<file path="config.mk">
export PLATFORM = sky130hd
export DESIGN_NAME = logistic_map_bar_selector
export DESIGN_NICKNAME = d
export VERILOG_FILES = /design/src/rtl/lmbs_pkg.sv /design/src/rtl/lmbs_ctrl.sv /design/src/rtl/lmbs_dp.sv /design/src/rtl/logistic_map_bar_selector.sv
export SDC_FILE = /design/constraint.sdc
export NUM_CORES = 2
export LEC_CHECK = 0
export ABC_AREA = 1
export BUFFER_PORTS_ARGS = -buffer_cell sky130_fd_sc_hd__buf_4
export CORE_MARGIN = 1
export CORE_UTILIZATION = 30
export CTS_CLUSTER_DIAMETER = 40
export DETAILED_ROUTE_END_ITERATION = 8
export GPL_TIMING_DRIVEN = 1
export PLACE_DENSITY = 0.48
export SETUP_SLACK_MARGIN = 0.15
export SLEW_MARGIN = 5
export SYNTH_ARGS = -nofsm -noshare
export SYNTH_HDL_FRONTEND = slang
export SYNTH_HIERARCHICAL = 1
export SYNTH_SLANG_ARGS = --single-unit
export TNS_END_PERCENT = 100
</file>
<file path="constraint.sdc">
create_clock -name clk -period 9.5 [get_ports clk]
set_input_delay 2.375 -clock clk [delete_from_list [all_inputs] [get_ports clk]]
set_output_delay 2.375 -clock clk [all_outputs]
set_load 0.01 [all_outputs]
</file>
<file path="src/rtl/lmbs_pkg.sv">
// Types and constants of the logistic map bar selector.
// No dependencies; imported by every module of the block.
package lmbs_pkg;

    localparam int X_W     = 25;   // Q1.24 map value, 0 to 1.0 inclusive
    localparam int MUL_A_W = 32;
    localparam int MUL_B_W = 25;
    localparam int MUL_P_W = MUL_A_W + MUL_B_W;
    localparam int ACC_W   = 35;

    // Largest bar count; the 4-bit bar index and 5-bit bar count ports fix it
    localparam int MAX_BARS = 16;

    localparam logic [X_W-1:0] ONE_Q24  = 25'd16777216;
    localparam logic [X_W-1:0] NEAR_Q24 = 25'd16775538;  // 0.9999
    localparam logic [16:0]    ONE_Q16  = 17'd65536;
    localparam logic [17:0]    FLASH_MAX = 18'd262143;

    // Register reset values
    localparam logic [24:0] GAIN_RST   = 25'd16567501;
    localparam logic [5:0]  ROUNDS_RST = 6'd6;
    localparam logic [20:0] RATE_RST   = 21'd32768;
    localparam logic [16:0] FLOOR_RST  = 17'd6554;
    localparam logic [16:0] CEIL_RST   = 17'd58982;
    localparam logic [4:0]  BARS_RST   = 5'd4;
    localparam logic [17:0] BASE_RST   = 18'd65536;
    localparam logic [17:0] OFFSET_RST = 18'd0;

    typedef enum logic [2:0] {
        REG_MAP_GAIN     = 3'd0,
        REG_ROUND_COUNT  = 3'd1,
        REG_SWEEP_RATE   = 3'd2,
        REG_SEED_FLOOR   = 3'd3,
        REG_SEED_CEILING = 3'd4,
        REG_BARS_IN_USE  = 3'd5,
        REG_BASE_LEVEL   = 3'd6,
        REG_LEVEL_OFFSET = 3'd7
    } cfg_idx_t;

    typedef enum logic [3:0] {
        S_IDLE,
        S_PHASE,
        S_TRI,
        S_SEED_LO,
        S_SEED_HI,
        S_SEED_SUM,
        S_ROUND_A,
        S_ROUND_B,
        S_ROUND_C,
        S_BAR,
        S_DONE
    } state_t;

    typedef enum logic [2:0] {
        MS_PHASE,
        MS_SEED_LO,
        MS_SEED_HI,
        MS_ROUND_A,
        MS_ROUND_B,
        MS_BAR
    } mul_sel_t;

    typedef struct packed {
        mul_sel_t mul_sel;
        logic     time_add;   // add time_step to elapsed time
        logic     tri_load;   // capture triangle wave from phase product
        logic     acc_load;   // capture lower seed product
        logic     x_seed;     // load x from seed sum
        logic     x_round;    // load x from gain product
        logic     x_final;    // clamp x below one
    } lmbs_cmd_t;

endpackage

</file>
<file path="src/rtl/lmbs_ctrl.sv">
// Sequencer of the logistic map bar selector.
// Depends on lmbs_pkg; drives lmbs_dp through lmbs_cmd_t.
module lmbs_ctrl
    import lmbs_pkg::*;
#(
    parameter int CNT_W = 6
)
(
    input  logic             clk,
    input  logic             rst_n,
    input  logic             in_valid,
    input  logic             kind,
    input  logic             out_free,
    input  logic [CNT_W-1:0] rounds_eff,
    output logic             in_ready,
    output logic             out_load,
    output lmbs_cmd_t        cmd
);

    state_t           state_reg, state_next;
    logic [CNT_W-1:0] cnt_reg, cnt_next;

    always_ff @(posedge clk or negedge rst_n)
    begin
        if (!rst_n)
        begin
            state_reg <= S_IDLE;
            cnt_reg   <= '0;
        end
        else
        begin
            state_reg <= state_next;
            cnt_reg   <= cnt_next;
        end
    end

    always_comb
    begin
        state_next   = state_reg;
        cnt_next     = cnt_reg;
        in_ready     = 1'b0;
        out_load     = 1'b0;
        cmd          = '0;
        cmd.mul_sel  = MS_PHASE;
        case (state_reg)
            S_IDLE:
            begin
                in_ready = 1'b1;
                if (in_valid)
                begin
                    if (kind)
                        state_next = S_PHASE;
                    else
                        cmd.time_add = 1'b1;
                end
            end
            S_PHASE:
            begin
                cmd.mul_sel = MS_PHASE;
                state_next  = S_TRI;
            end
            S_TRI:
            begin
                cmd.tri_load = 1'b1;
                state_next   = S_SEED_LO;
            end
            S_SEED_LO:
            begin
                cmd.mul_sel = MS_SEED_LO;
                state_next  = S_SEED_HI;
            end
            S_SEED_HI:
            begin
                cmd.mul_sel  = MS_SEED_HI;
                cmd.acc_load = 1'b1;
                state_next   = S_SEED_SUM;
            end
            S_SEED_SUM:
            begin
                cmd.x_seed = 1'b1;
                cnt_next   = rounds_eff;
                state_next = S_ROUND_A;
            end
            S_ROUND_A:
            begin
                cmd.mul_sel = MS_ROUND_A;
                state_next  = S_ROUND_B;
            end
            S_ROUND_B:
            begin
                cmd.mul_sel = MS_ROUND_B;
                state_next  = S_ROUND_C;
            end
            S_ROUND_C:
            begin
                cmd.x_round = 1'b1;
                cnt_next    = cnt_reg - 1'b1;
                if (cnt_reg <= CNT_W'(1))
                    state_next = S_BAR;
                else
                    state_next = S_ROUND_A;
            end
            S_BAR:
            begin
                cmd.mul_sel = MS_BAR;
                cmd.x_final = 1'b1;
                state_next  = S_DONE;
            end
            S_DONE:
            begin
                // keep the bar product in the multiplier register while waiting,
                // and hold until the output register can take the result
                cmd.mul_sel = MS_BAR;
                if (out_free)
                begin
                    out_load   = 1'b1;
                    state_next = S_IDLE;
                end
            end
            default:
            begin
                state_next = S_IDLE;
            end
        endcase
    end

endmodule

</file>
<file path="src/rtl/lmbs_dp.sv">
// Datapath of the logistic map bar selector: time accumulator, shared multiplier, map value.
// Depends on lmbs_pkg; commanded by lmbs_ctrl.
module lmbs_dp
    import lmbs_pkg::*;
(
    input  logic        clk,
    input  logic        rst_n,
    input  lmbs_cmd_t   cmd,
    input  logic [15:0] time_step,
    input  logic [24:0] map_gain,
    input  logic [20:0] sweep_rate,
    input  logic [16:0] seed_floor,
    input  logic [16:0] seed_ceiling,
    input  logic [4:0]  bars_eff,
    output logic [4:0]  bar_idx,
    output logic [23:0] x_value
);

    logic [47:0]        elapsed_reg;
    logic [MUL_P_W-1:0] mul_reg;
    logic [16:0]        tri_reg;
    logic [ACC_W-1:0]   acc_reg;
    logic [X_W-1:0]     x_reg, x_next;

    logic [MUL_A_W-1:0] mul_a;
    logic [MUL_B_W-1:0] mul_b;
    logic [15:0]        phase;
    logic [16:0]        t2;
    logic [16:0]        tri_wave;
    logic [ACC_W:0]     seed_sum;
    logic [27:0]        seed_x;
    logic [34:0]        round_x;
    logic [X_W-1:0]     x_clamped;
    logic [4:0]         bar_raw;

    always_ff @(posedge clk or negedge rst_n)
    begin
        if (!rst_n)
            elapsed_reg <= '0;
        else if (cmd.time_add)
            elapsed_reg <= elapsed_reg + {32'd0, time_step};
    end

    // Shared multiplier operand select
    always_comb
    begin
        case (cmd.mul_sel)
            MS_PHASE:
            begin
                mul_a = elapsed_reg[31:0];
                mul_b = {4'd0, sweep_rate};
            end
            MS_SEED_LO:
            begin
                mul_a = MUL_A_W'(seed_floor);
                mul_b = MUL_B_W'(ONE_Q16 - tri_reg);
            end
            MS_SEED_HI:
            begin
                mul_a = MUL_A_W'(seed_ceiling);
                mul_b = MUL_B_W'(tri_reg);
            end
            MS_ROUND_A:
            begin
                mul_a = MUL_A_W'(x_reg);
                mul_b = ONE_Q24 - x_reg;
            end
            MS_ROUND_B:
            begin
                mul_a = MUL_A_W'(map_gain);
                mul_b = mul_reg[48:24];
            end
            MS_BAR:
            begin
                mul_a = MUL_A_W'(x_clamped);
                mul_b = MUL_B_W'(bars_eff);
            end
            default:
            begin
                mul_a = elapsed_reg[31:0];
                mul_b = {4'd0, sweep_rate};
            end
        endcase
    end

    // Triangle wave |2p - 1| from the Q0.16 phase
    assign phase    = mul_reg[31:16];
    assign t2       = {phase, 1'b0};
    assign tri_wave = t2[16] ? {1'b0, t2[15:0]} : (ONE_Q16 - t2);

    assign seed_sum  = {1'b0, acc_reg} + {1'b0, mul_reg[ACC_W-1:0]};
    assign seed_x    = seed_sum[ACC_W:8];
    assign round_x   = mul_reg[56:22];
    assign x_clamped = (x_reg >= ONE_Q24) ? NEAR_Q24 : x_reg;

    always_comb
    begin
        x_next = x_reg;
        if (cmd.x_seed)
            x_next = (seed_x > 28'(ONE_Q24)) ? ONE_Q24 : seed_x[X_W-1:0];
        else if (cmd.x_round)
            x_next = (round_x > 35'(ONE_Q24)) ? ONE_Q24 : round_x[X_W-1:0];
        else if (cmd.x_final)
            x_next = x_clamped;
    end

    always_ff @(posedge clk)
    begin
        mul_reg <= MUL_P_W'(mul_a) * MUL_P_W'(mul_b);
        x_reg   <= x_next;
        if (cmd.tri_load)
            tri_reg <= tri_wave;
        if (cmd.acc_load)
            acc_reg <= mul_reg[ACC_W-1:0];
    end

    // x is below one here, so the bar product stays under 2^29
    assign bar_raw = mul_reg[28:24];
    assign bar_idx = (bar_raw >= bars_eff) ? (bars_eff - 5'd1) : bar_raw;
    assign x_value = x_reg[23:0];

endmodule

</file>
<file path="src/rtl/logistic_map_bar_selector.sv">
// Top level of the logistic map bar selector: registers, output stage, controller and datapath.
// Depends on lmbs_pkg, lmbs_ctrl and lmbs_dp.
//
// Usage:
//   Input channel (in_valid/in_ready, kind, time_step): kind 0 is a tick that adds
//   time_step (Q0.16 s) to a wrapping Q32.16 elapsed-time accumulator and yields no
//   result; kind 1 is a frame request that yields exactly one result.
//   Output channel (out_valid/out_ready): chosen_bar, bar_total, map_value, flash_level.
//   Register port (cfg_valid/cfg_ready, cfg_index, cfg_data): always ready; write
//   only while no frame is in flight.
// Sequence, with R the round count clamped to 1..MAX_ROUNDS:
//   A tick leaves the block ready for more input. A frame runs through the states
//   PHASE, TRI, SEED_LO, SEED_HI, SEED_SUM, R rounds of ROUND_A, ROUND_B and ROUND_C,
//   then BAR and DONE; one shared 32x25 multiplier runs phase, two seed products,
//   two products per map round and the bar product. No input is taken until the
//   frame's result is loaded. The reset round count is 6.
// Stall: a finished result sits in the output register; the block keeps taking
//   ticks and starts the next frame meanwhile, and holds that frame's result in the
//   datapath until the output register is free.
// Reset: registers return to their default values, elapsed time clears, the output
//   register empties and the block is ready for input at once.
module logistic_map_bar_selector
    import lmbs_pkg::*;
#(
    parameter int MAX_ROUNDS = 32
)
(
    input  logic        clk,
    input  logic        rst_n,
    // input items
    input  logic        in_valid,
    output logic        in_ready,
    input  logic        kind,
    input  logic [15:0] time_step,
    // results
    output logic        out_valid,
    input  logic        out_ready,
    output logic [3:0]  chosen_bar,
    output logic [4:0]  bar_total,
    output logic [23:0] map_value,
    output logic [17:0] flash_level,
    // register writes
    input  logic        cfg_valid,
    output logic        cfg_ready,
    input  logic [2:0]  cfg_index,
    input  logic [24:0] cfg_data
);

    localparam int CNT_W = $clog2(MAX_ROUNDS + 1);

    logic [24:0] map_gain_reg;
    logic [5:0]  round_count_reg;
    logic [20:0] sweep_rate_reg;
    logic [16:0] seed_floor_reg;
    logic [16:0] seed_ceiling_reg;
    logic [4:0]  bars_in_use_reg;
    logic [17:0] base_level_reg;
    logic [17:0] level_offset_reg;

    logic             out_valid_reg;
    logic [3:0]       chosen_bar_reg;
    logic [4:0]       bar_total_reg;
    logic [23:0]      map_value_reg;
    logic [17:0]      flash_level_reg;

    logic [CNT_W-1:0] rounds_eff;
    logic [4:0]       bars_eff;
    logic signed [19:0] flash_sum;
    logic [17:0]      flash_sat;
    logic             out_free;
    logic             out_load;
    lmbs_cmd_t        cmd;
    logic [4:0]       bar_idx;
    logic [23:0]      x_value;

    // Register file; the port never stalls
    assign cfg_ready = 1'b1;

    always_ff @(posedge clk or negedge rst_n)
    begin
        if (!rst_n)
        begin
            map_gain_reg     <= GAIN_RST;
            round_count_reg  <= ROUNDS_RST;
            sweep_rate_reg   <= RATE_RST;
            seed_floor_reg   <= FLOOR_RST;
            seed_ceiling_reg <= CEIL_RST;
            bars_in_use_reg  <= BARS_RST;
            base_level_reg   <= BASE_RST;
            level_offset_reg <= OFFSET_RST;
        end
        else if (cfg_valid)
        begin
            case (cfg_idx_t'(cfg_index))
                REG_MAP_GAIN:     map_gain_reg     <= cfg_data;
                REG_ROUND_COUNT:  round_count_reg  <= cfg_data[5:0];
                REG_SWEEP_RATE:   sweep_rate_reg   <= cfg_data[20:0];
                REG_SEED_FLOOR:   seed_floor_reg   <= cfg_data[16:0];
                REG_SEED_CEILING: seed_ceiling_reg <= cfg_data[16:0];
                REG_BARS_IN_USE:  bars_in_use_reg  <= cfg_data[4:0];
                REG_BASE_LEVEL:   base_level_reg   <= cfg_data[17:0];
                REG_LEVEL_OFFSET: level_offset_reg <= cfg_data[17:0];
                default:          map_gain_reg     <= map_gain_reg;
            endcase
        end
    end

    // Clamp round and bar counts into their legal ranges; zero counts as one
    always_comb
    begin
        if (round_count_reg == 6'd0)
            rounds_eff = CNT_W'(1);
        else if (32'(round_count_reg) > MAX_ROUNDS)
            rounds_eff = CNT_W'(MAX_ROUNDS);
        else
            rounds_eff = CNT_W'(round_count_reg);

        if (bars_in_use_reg == 5'd0)
            bars_eff = 5'd1;
        else if (32'(bars_in_use_reg) > MAX_BARS)
            bars_eff = 5'(MAX_BARS);
        else
            bars_eff = bars_in_use_reg;
    end

    // Flash intensity: base plus signed offset, saturated to the 18-bit range
    assign flash_sum = signed'({2'b00, base_level_reg})
                     + signed'({{2{level_offset_reg[17]}}, level_offset_reg});
    assign flash_sat = flash_sum[19]         ? 18'd0 :
                       (flash_sum[18] != 1'b0) ? FLASH_MAX : flash_sum[17:0];

    assign out_free = !out_valid_reg || out_ready;

    lmbs_ctrl #(
        .CNT_W(CNT_W)
    ) u_ctrl (
        .clk        (clk),
        .rst_n      (rst_n),
        .in_valid   (in_valid),
        .kind       (kind),
        .out_free   (out_free),
        .rounds_eff (rounds_eff),
        .in_ready   (in_ready),
        .out_load   (out_load),
        .cmd        (cmd)
    );

    lmbs_dp u_dp (
        .clk          (clk),
        .rst_n        (rst_n),
        .cmd          (cmd),
        .time_step    (time_step),
        .map_gain     (map_gain_reg),
        .sweep_rate   (sweep_rate_reg),
        .seed_floor   (seed_floor_reg),
        .seed_ceiling (seed_ceiling_reg),
        .bars_eff     (bars_eff),
        .bar_idx      (bar_idx),
        .x_value      (x_value)
    );

    // Output register: fill on load, drop after the transfer
    always_ff @(posedge clk or negedge rst_n)
    begin
        if (!rst_n)
            out_valid_reg <= 1'b0;
        else if (out_load)
            out_valid_reg <= 1'b1;
        else if (out_ready)
            out_valid_reg <= 1'b0;
    end

    always_ff @(posedge clk)
    begin
        if (out_load)
        begin
            chosen_bar_reg  <= bar_idx[3:0];
            bar_total_reg   <= bars_eff;
            map_value_reg   <= x_value;
            flash_level_reg <= flash_sat;
        end
    end

    assign out_valid   = out_valid_reg;
    assign chosen_bar  = chosen_bar_reg;
    assign bar_total   = bar_total_reg;
    assign map_value   = map_value_reg;
    assign flash_level = flash_level_reg;

endmodule

</file>
==> results.sh <==
export IMPL_status="finished, final reports clean"
export IMPL_max_freq_mhz=112
export IMPL_fin_setup_tns_ns=0
export IMPL_die_w_um=398
export IMPL_worstSetupEndpointType="flip-flop"
export IMPL_ant_nets=0
export IMPL_worstPathRequired_ns=10.01
export IMPL_finalCritPeriodShare_pct=94.2
export IMPL_cpLargestDelayFamily="adder cells"
export IMPL_synthCells=5986
export IMPL_post_route_util_pct=34.7
export IMPL_grt_pass1_vias=40500
export IMPL_fin_worst_skew_ns=0.0614
export IMPL_routedWlPerCell_um=20.9
export IMPL_whs_path_depth=0
export IMPL_worstSkewPairLatency_ns=0.69
export IMPL_antenna_found_initial=7
export IMPL_clockBufferDepth=3
export IMPL_worstMarginPinSlew_ns=1.11
export IMPL_start_kind="flip-flop"
export IMPL_largest_reg_flops=57
export IMPL_ys_warn_count=6
export IMPL_slew_headroom_pct=25.9
export IMPL_fillers=16400
export IMPL_holdCritPathClass="reg -> reg"
export IMPL_viasPerCell=4.77
export IMPL_setup_viol=0
export IMPL_syn2layout_area_growth_pct=14.6
export IMPL_grt_ovfl_total=0
export IMPL_cts_hold_buf=0
export IMPL_min_to="u_dp/acc_reg[1]$_DFFE_PP_"
export IMPL_cap_viol_max_count=0
export IMPL_coreArea_mm2=0.155
export IMPL_final_nets=7192
export IMPL_io_buffers=102
export IMPL_drtPass1Iterations=6
export IMPL_ios=104
export IMPL_grt_pass1_wl_mm=261
export IMPL_drive_above_1_share_pct=10.4
export IMPL_synth_area_mm2=0.0469
export IMPL_cts_root_buffer="clkbuf_16"
export IMPL_htreeDepth=3
export IMPL_clock_sinks=354
export IMPL_clk_pin_slew_worst_paths_ns=0.06
export IMPL_die_y_um=398
export IMPL_dp_hpwl_mm=144
export IMPL_worst_slack_ns=0.546
export IMPL_num_vias=39500
export IMPL_gp_congestion=0.964
export IMPL_tritoncts="done"
export IMPL_min_period_ns=8.95
export IMPL_timing_final_hold_violations=0
export IMPL_path_depth=39
export IMPL_worstSetupPathType="reg -> reg"
export IMPL_r2r_slack_ns=0.55
export IMPL_die_area_mm2=0.158
export IMPL_numCtsBuffers=75
export IMPL_timing_rr_end="u_dp/mul_reg[53]$_DFF_P_"
export IMPL_whs_ns=0.441
export IMPL_grt_max_degree=87
export IMPL_avgSynthCellArea_um2=7.84
export IMPL_drc=0
export IMPL_timing_critical_path_buf_inv=11
export IMPL_grt_util_all_layers_pct=22.2
export IMPL_dp_slack_ns=0.153
export IMPL_cp_slowest_stage_delay_ns=0.57
export IMPL_wl_mm=173
export IMPL_reg2reg_depth=39
export IMPL_slowest_stage="fa_1"
export IMPL_min_from="u_dp/mul_reg[1]$_DFF_P_"
export IMPL_rows=144
export IMPL_start_util_pct=30.3
export IMPL_cp_max_fo=21
export IMPL_cp_arrival_ns=9.47
export IMPL_final_max_slew_viol_count=0
export IMPL_initialDrtViolationCount=3031
export IMPL_r2r_start="u_dp/x_reg[1]$_DFFE_PP_"
export IMPL_rsz0062_at_grt="false"
==> area by class of cell <==
| class | count | area, um2 | share of cell area (%) |
|---|---|---|---|
| timing repair buffer | 283 | 2320 | 4.32 |
| clock inverter | 48 | 671 | 1.25 |
| antenna | 2 | 5.00 | 0.00931 |
| multi-input combinational | 4071 | 31600 | 58.8 |
| sequential | 354 | 9260 | 17.2 |
| inverter | 1396 | 5310 | 9.87 |
| tap | 2044 | 2560 | 4.76 |
| clock buffer | 92 | 2020 | 3.76 |
==> layer usage <==
| metal | wire length [um] | vias up | global-route usage (%) | share of wire [%] |
|---|---|---|---|---|
| li1 | - | 18400 | - | - |
| met1 | 77700 | 19600 | 30.8 | 45 |
| met2 | 77000 | 1242 | 34.6 | 44 |
| met3 | 11300 | 304 | 3.33 | 6.5 |
| met4 | 7200 | 0 | 8.39 | 4.2 |
| met5 | 0 | - | 0 | 0 |
==> what timing repair did <==
| item | 4_1_cts | 5_1_grt |
|---|---|---|
| gates resized for setup | 2 | 70 |
| setup buffers | 2 | 11 |
| endpoints found under the setup margin | 4 | 33 |
| pin swaps | 1 | 5 |
| cloned | 0 | 2 |
==> how the worst max path moves through the flow <==
stage                                     from                       end  slack, ns
3_3_place_gp   u_ctrl/state_reg[2]$_DFFE_PN0P_  u_dp/mul_reg[39]$_DFF_P_       0.23
5_1_grt                u_dp/x_reg[1]$_DFFE_PP_  u_dp/mul_reg[55]$_DFF_P_       0.13
4_1_cts        u_ctrl/state_reg[2]$_DFFE_PN0P_  u_dp/mul_reg[39]$_DFF_P_       0.16
2_1_floorplan  u_ctrl/state_reg[2]$_DFFE_PN0P_  u_dp/mul_reg[53]$_DFF_P_       1.69
3_5_place_dp   u_ctrl/state_reg[2]$_DFFE_PN0P_  u_dp/mul_reg[39]$_DFF_P_       0.15
6_report               u_dp/x_reg[1]$_DFFE_PP_  u_dp/mul_reg[53]$_DFF_P_       0.55
==> metrics by stage <==
stage / cell area [um2] / cells
6_report: 53800 / 8290
5_1_grt: 53800 / 8288
4_1_cts: 53500 / 8275
3_5_place_dp: 50700 / 8133
3_3_place_gp: 50700 / 8133
2_1_floorplan: 47000 / 6012
==> layout by cell type, fill, tap and decap left out, types with 57 or more instances in the layout <==
cell and n:
dfxtp_1 57, clkbuf_16 78, nor2_1 533, a21oi_1 172
dfrtp_1 133, fa_1 689, nand3_1 130, xor2_1 69
buf_4 262, inv_1 1344, ha_1 272, o21ai_0 226
edfxtp_1 127, nand2_1 1479
Power is left out: the tool's default activity adds up to more than one toggle a clock period on the data nets, which glitch-free logic cannot reach.
